$ cat src/rtl/tpsi_pkg.sv
`timescale 1ns / 1ps

package tpsi_pkg;

  // pulse template, Q1.15 words, peak 1.0 exact in 17 bits
  localparam int unsigned TplLen = 100;
  localparam int unsigned TplW   = 17;
  localparam int TPL [TplLen] = '{
    -22, 64, 2, -77, -56, 14, 44,
    29, 6, -4, -6, -12, -24, -21,
    48, 240, 587, 1098, 1792, 2698, 3833,
    5191, 6764, 8550, 10546, 12733, 15076, 17527,
    20022, 22469, 24758, 26789, 28522, 29982, 31206,
    32125, 32623, 32768, 32594, 32072, 31218, 30101,
    28774, 27272, 25637, 23928, 22184, 20414, 18619,
    16815, 15026, 13289, 11648, 10148, 8821, 7670,
    6656, 5740, 4928, 4251, 3699, 3219, 2782,
    2405, 2103, 1864, 1664, 1485, 1322, 1172,
    1032, 899, 774, 652, 535, 423, 316,
    216, 123, 39, -36, -100, -152, -192,
    -218, -229, -227, -213, -190, -162, -130,
    -100, -70, -45, -22, -3, 14, 28,
    41, 52
  };

  // quotient: 7 integer bits of template index, 16 fraction bits
  localparam int unsigned IdxW  = 7;
  localparam int unsigned FracW = 16;
  localparam int unsigned QuoW  = IdxW + FracW;

  // divider operand widths
  localparam int unsigned NumW = 59;
  localparam int unsigned DenW = 51;

  // register stages from input beat to output register
  localparam int unsigned PipeDepth = 30;

  typedef enum logic [1:0] {
    KIND_ZERO,
    KIND_PED,
    KIND_INTERP
  } kind_e;

  typedef struct packed {
    logic  valid;
    kind_e kind;
  } ctl_t;

  typedef enum logic [2:0] {
    CFG_PEDESTAL = 3'd0,
    CFG_HEIGHT   = 3'd1,
    CFG_PHASE    = 3'd2,
    CFG_WIDTH    = 3'd3
  } cfg_idx_e;

  // template entry, zero past the last entry
  function automatic logic signed [TplW-1:0] tpl_at(logic [IdxW-1:0] i);
    logic signed [TplW-1:0] v;
    v = '0;
    if (int'(i) < int'(TplLen)) begin
      v = TplW'(TPL[i]);
    end
    return v;
  endfunction

endpackage

$ cat src/rtl/tpsi_div.sv
`timescale 1ns / 1ps

// pipelined restoring divider, one quotient bit per stage
module tpsi_div
  import tpsi_pkg::*;
(
  input  logic            clk_i,
  input  logic            rst_ni,
  input  logic            en_i,
  input  ctl_t            ctl_i,
  input  logic [NumW-1:0] num_i,
  input  logic [DenW-1:0] den_i,
  output ctl_t            ctl_o,
  output logic [QuoW-1:0] quo_o
);

  localparam int unsigned NStg = QuoW;

  ctl_t            ctl_q [NStg];
  logic [NumW-1:0] rem_q [NStg];
  logic [QuoW-1:0] quo_q [NStg];

  for (genvar j = 0; j < NStg; j++) begin : g_stg
    localparam int Bit = int'(QuoW) - 1 - j;

    ctl_t            ctl_in;
    logic [NumW-1:0] rem_in;
    logic [QuoW-1:0] quo_in;
    logic [NumW-1:0] rem_sh;
    logic [NumW-1:0] trial;
    logic [NumW-1:0] diff;
    logic            take;

    // stage input
    if (j == 0) begin : g_first
      assign ctl_in = ctl_i;
      assign rem_in = num_i;
      assign quo_in = '0;
    end else begin : g_next
      assign ctl_in = ctl_q[j-1];
      assign rem_in = rem_q[j-1];
      assign quo_in = quo_q[j-1];
    end

    // integer bits compare against shifted divisor, fraction bits shift the remainder
    if (Bit >= int'(FracW)) begin : g_int
      assign rem_sh = rem_in;
      assign trial  = NumW'(den_i) << (Bit - int'(FracW));
    end else begin : g_frac
      assign rem_sh = rem_in << 1;
      assign trial  = NumW'(den_i);
    end

    assign take = (rem_sh >= trial);
    assign diff = rem_sh - trial;

    // control
    always_ff @(posedge clk_i or negedge rst_ni) begin
      if (!rst_ni) begin
        ctl_q[j] <= '0;
      end else if (en_i) begin
        ctl_q[j] <= ctl_in;
      end
    end

    // payload
    always_ff @(posedge clk_i) begin
      if (en_i) begin
        rem_q[j] <= take ? diff : rem_sh;
        quo_q[j] <= {quo_in[QuoW-2:0], take};
      end
    end
  end

  assign ctl_o = ctl_q[NStg-1];
  assign quo_o = quo_q[NStg-1];

endmodule

$ cat config.mk
export PLATFORM = sky130hd
export DESIGN_NAME = tpsi_div
export DESIGN_NICKNAME = d
export VERILOG_FILES = /design/src/rtl/tpsi_pkg.sv /design/src/rtl/tpsi_div.sv
export SDC_FILE = /design/constraint.sdc
export NUM_CORES = 2
export LEC_CHECK = 0
export BUFFER_PORTS_ARGS = -buffer_cell sky130_fd_sc_hd__buf_2
export CORE_UTILIZATION = 30
export DETAILED_ROUTE_END_ITERATION = 10
export HOLD_SLACK_MARGIN = 0.12
export PLACE_DENSITY_LB_ADDON = 0.15
export SYNTH_ARGS = -nofsm -noshare
export SYNTH_HDL_FRONTEND = slang
export SYNTH_SLANG_ARGS = --single-unit
export TNS_END_PERCENT = 1
$ cat constraint.sdc
create_clock -name clk_i -period 8 [get_ports clk_i]
set_input_delay 1.6 -clock clk_i [delete_from_list [all_inputs] [get_ports clk_i]]
set_output_delay 1.6 -clock clk_i [all_outputs]
set_load 0.03 [all_outputs]
==> results.md <==
- CP max stage delay: 0.85 ns
- Net Sw Power: 27.1 mW
- Vias per cell: 5.49
- Row count: 239
- Wire per inst: 24.3 µm
- Post-synth top area share: 36.6%
- Tightest Pin Transition: 1.46 ns
- Clk_skew: 0.0804 ns
- Post-route ant nets: 0
- Core ar.: 424000 µm²
- Largest net degree at the start of global routing: 155
- Die width: 654 µm
- Top cells by area, synth: edfxtp_1, ha_1, a21oi_1, xnor2_1, o21ai_0
- Root Buffer: clkbuf_16
- Synth-to-Final Area Change: 11.6%
- Clock Tree Buf Depth: 4
- Grt ovf: 0
- DPL Wire Length: 369 mm
- Hold Violations, Final: 0
- TritonRoute pass-1 iters: 11
- Worst Hold Class: flop to flop
- Count leader, synth: a21oi_1
- Clk_lat worst skew: 0.97 ns
- Setup_tns: 0 ns
- Power Dens Cells: 427 nW/µm²
- First-pass GRT wire length: 695 mm
- # hold bufs at CTS: 0
- Die height: 654 µm
- Status: finished with violations
- Buffers and inverters on the worst path: 4
- P_int: 33.8 mW
- Period minus WS final: 6.27 ns
- Num Clock Sinks: 1627
- Synth top cells by count: a21oi_1, edfxtp_1, nand2_1
- Post-DP Area: 135000 µm²
- Cell breakdown of the critical path: buf_2 -> clkinv_2 -> buf_4 -> ha_1 -> nand2_1 -> nor2_1 -> nand4_1 -> nor4_1 -> nand4_1 -> nor4_1 -> a211oi_1 -> o31ai_4 -> buf_4 -> mux2_2
- Post-CTS Setup Bufs: 0
- DRT iter0 DRCs: 9318
- Number of global-route vias before repair: 103000
- H-Tree Level Count: 4
- Max Freq: 160 MHz
- Leak: 55.4 nW
- Mapped Area: 128000 µm²
- Max Cap Viol: 1
- Initial antenna violation count: 43
- TritonCTS buffer count: 211
- GRT Resource Usage Total: 21.6%
- Comb power frac: 54.0%
- Cells after Synth: 13900
- CTS clk-pin slew, worst paths: 0.06 ns
- Drt drc: 6
- Failing checks: design-rule violations, max-capacitance violations, max-slew violations
- Final Net Count: 15200
- Post-route clock period utilization: 78.3%
- Synth cell types: 111
- Total Wirelength: 479 mm
- IO buf count: 141
- CP Launch Type: primary input
- # resized after CTS: 0
- Clock power share: 16.5%
- Post-synth top area cell: edfxtp_1
- Tot Pwr: 60.9 mW
- Synthesized flop and latch total: 1627
- Post-synth ARST share: 4.24%
- Share of the yosys chip area belonging to registers: 38.0%
- CTS tree: yes
- Flop pwr share: 29.5%
- CP Max Fanout: 14
- Synth Flop Type: edfxtp_1
- Synth Warn #: 0
- Die ar.: 428000 µm²
- Finished Cell Area: 143000 µm²
- CP endpoint kind: flop
- CP max-delay cell: nor4_1
- Relative slew slack: -0.00403%
- Syn nets: 15200
- Initial Utilization: 30.1%
- GPL Wtd Cong: 0.902
- Layout cells sized above 1: 7.77%
- Avg Cell Area, Syn: 9.20 µm²
- WP data arrival: 6.92 ns
- Sw Ratio: 44.4%
- Unrepaired setup endpoints after global routing: false
- Final Slew Violations: 1
- Via Count: 108000
- Critical path's top delay family: simple AND/OR/NAND/NOR gates
- Post-layout util: 33.6%
- Final setup fails: 0
- Critical Path RT: 8.65 ns
- VDD IR-drop max: 196 µV
- # IOs: 142
- EDFF count, synth: 1558
- Crit path kind: primary input to flop
[cell type report]
class	count	area, µm²
flip-flops and latches	1627	48500
fillers	43900	281000
clock buffers	241	5510
inverters	356	1390
diodes	9	22.5
well taps	5663	7090
multi-input cells	11300	75600
repair buffers	356	2770
clock inverters	144	1600
[sequential cells by signal, summed over array words and instances (netlist names)]
| register | cells |
|---|---|
| rem_q | 1282 |
| quo_q | 276 |
| ctl_q | 66 |
| ctl_o | 3 |
[cells by family (layout without fill, tap and decap cells)]
family                   count (synthesis)  in the layout  share of synthesized area (%)
multiplexers                           209            209                           1.84
other                                    0              9                              0
adder cells (fa/ha/maj)               1194           1194                           11.8
AND/OR/NAND/NOR                       4024           4024                           14.8
XOR/XNOR                              1154           1154                           7.91
buffers and inverters                  957           1097                           2.94
AO/OA/AOI/OAI                         4718           4718                           22.7
flip-flops                            1627           1627                           38.0
[metrics by stage]
step	worst slack [ns]	cells	hold WS (ns)
after floorplan	1.76	13900	0.400
after global placement	0.844	19300	0.400
after detailed placement	0.925	19300	0.405
after CTS	1.91	19700	0.396
after global routing	1.58	19700	0.416
final	1.73	19700	0.407
[worst paths after layout]
| check | from | to | slack (ns) | cells after the start |
|---|---|---|---|---|
| max in group asynchronous | rst_ni | ctl_q[50] | 6.52 | 2 |
| hold reg to reg | quo_q[1][47] | quo_q[1][71] | 0.41 | 0 |
| setup / recovery | den_i[44] | rem_q[21][47] | 1.73 | 14 |
| min in group asynchronous | rst_ni | ctl_q[66] | 0.91 | 2 |
| setup reg to reg | rem_q[6][0] | rem_q[7][1] | 2.59 | 13 |
| hold / removal | quo_q[1][47] | quo_q[1][71] | 0.41 | 0 |
[power by group through the flow]
stage | clock network [mW] | logic [mW] | registers, mW
after floorplan | 0 | 24.2 | 16.0
after global placement | 0 | 32.6 | 18.2
after detailed placement | 0 | 32.4 | 18.1
after CTS | 10.4 | 32.6 | 18.0
final | 10.1 | 32.9 | 18.0
after global routing | 10.6 | 36.3 | 18.2
[placed cells by master (no fill, tap or decap), drive strengths merged, types with 124 or more instances in the layout]
cell type,instances
a21oi,1661
edfxtp,1558
nand2,1373
ha,1172
o21ai,1169
nor2,1042
a21o,721
xnor2,667
xor2,487
buf,356
inv,322
nand4,301
nand3,261
clkbuf,241
mux2,201
o21bai,201
nor3,185
nor2b,150
nand2b,147
a31oi,146
and3,143
clkinv,124
[per-layer routing]
layer | up-vias | track usage (%) | wire, µm
li1 | 52100 | - | -
met1 | 52300 | 29.2 | 216000
met2 | 3022 | 35.8 | 221000
met3 | 646 | 2.31 | 23800
met4 | 10 | 7.05 | 17500
met5 | - | 0 | 76
No activity file was read; power rests on OpenSTA's default activity.
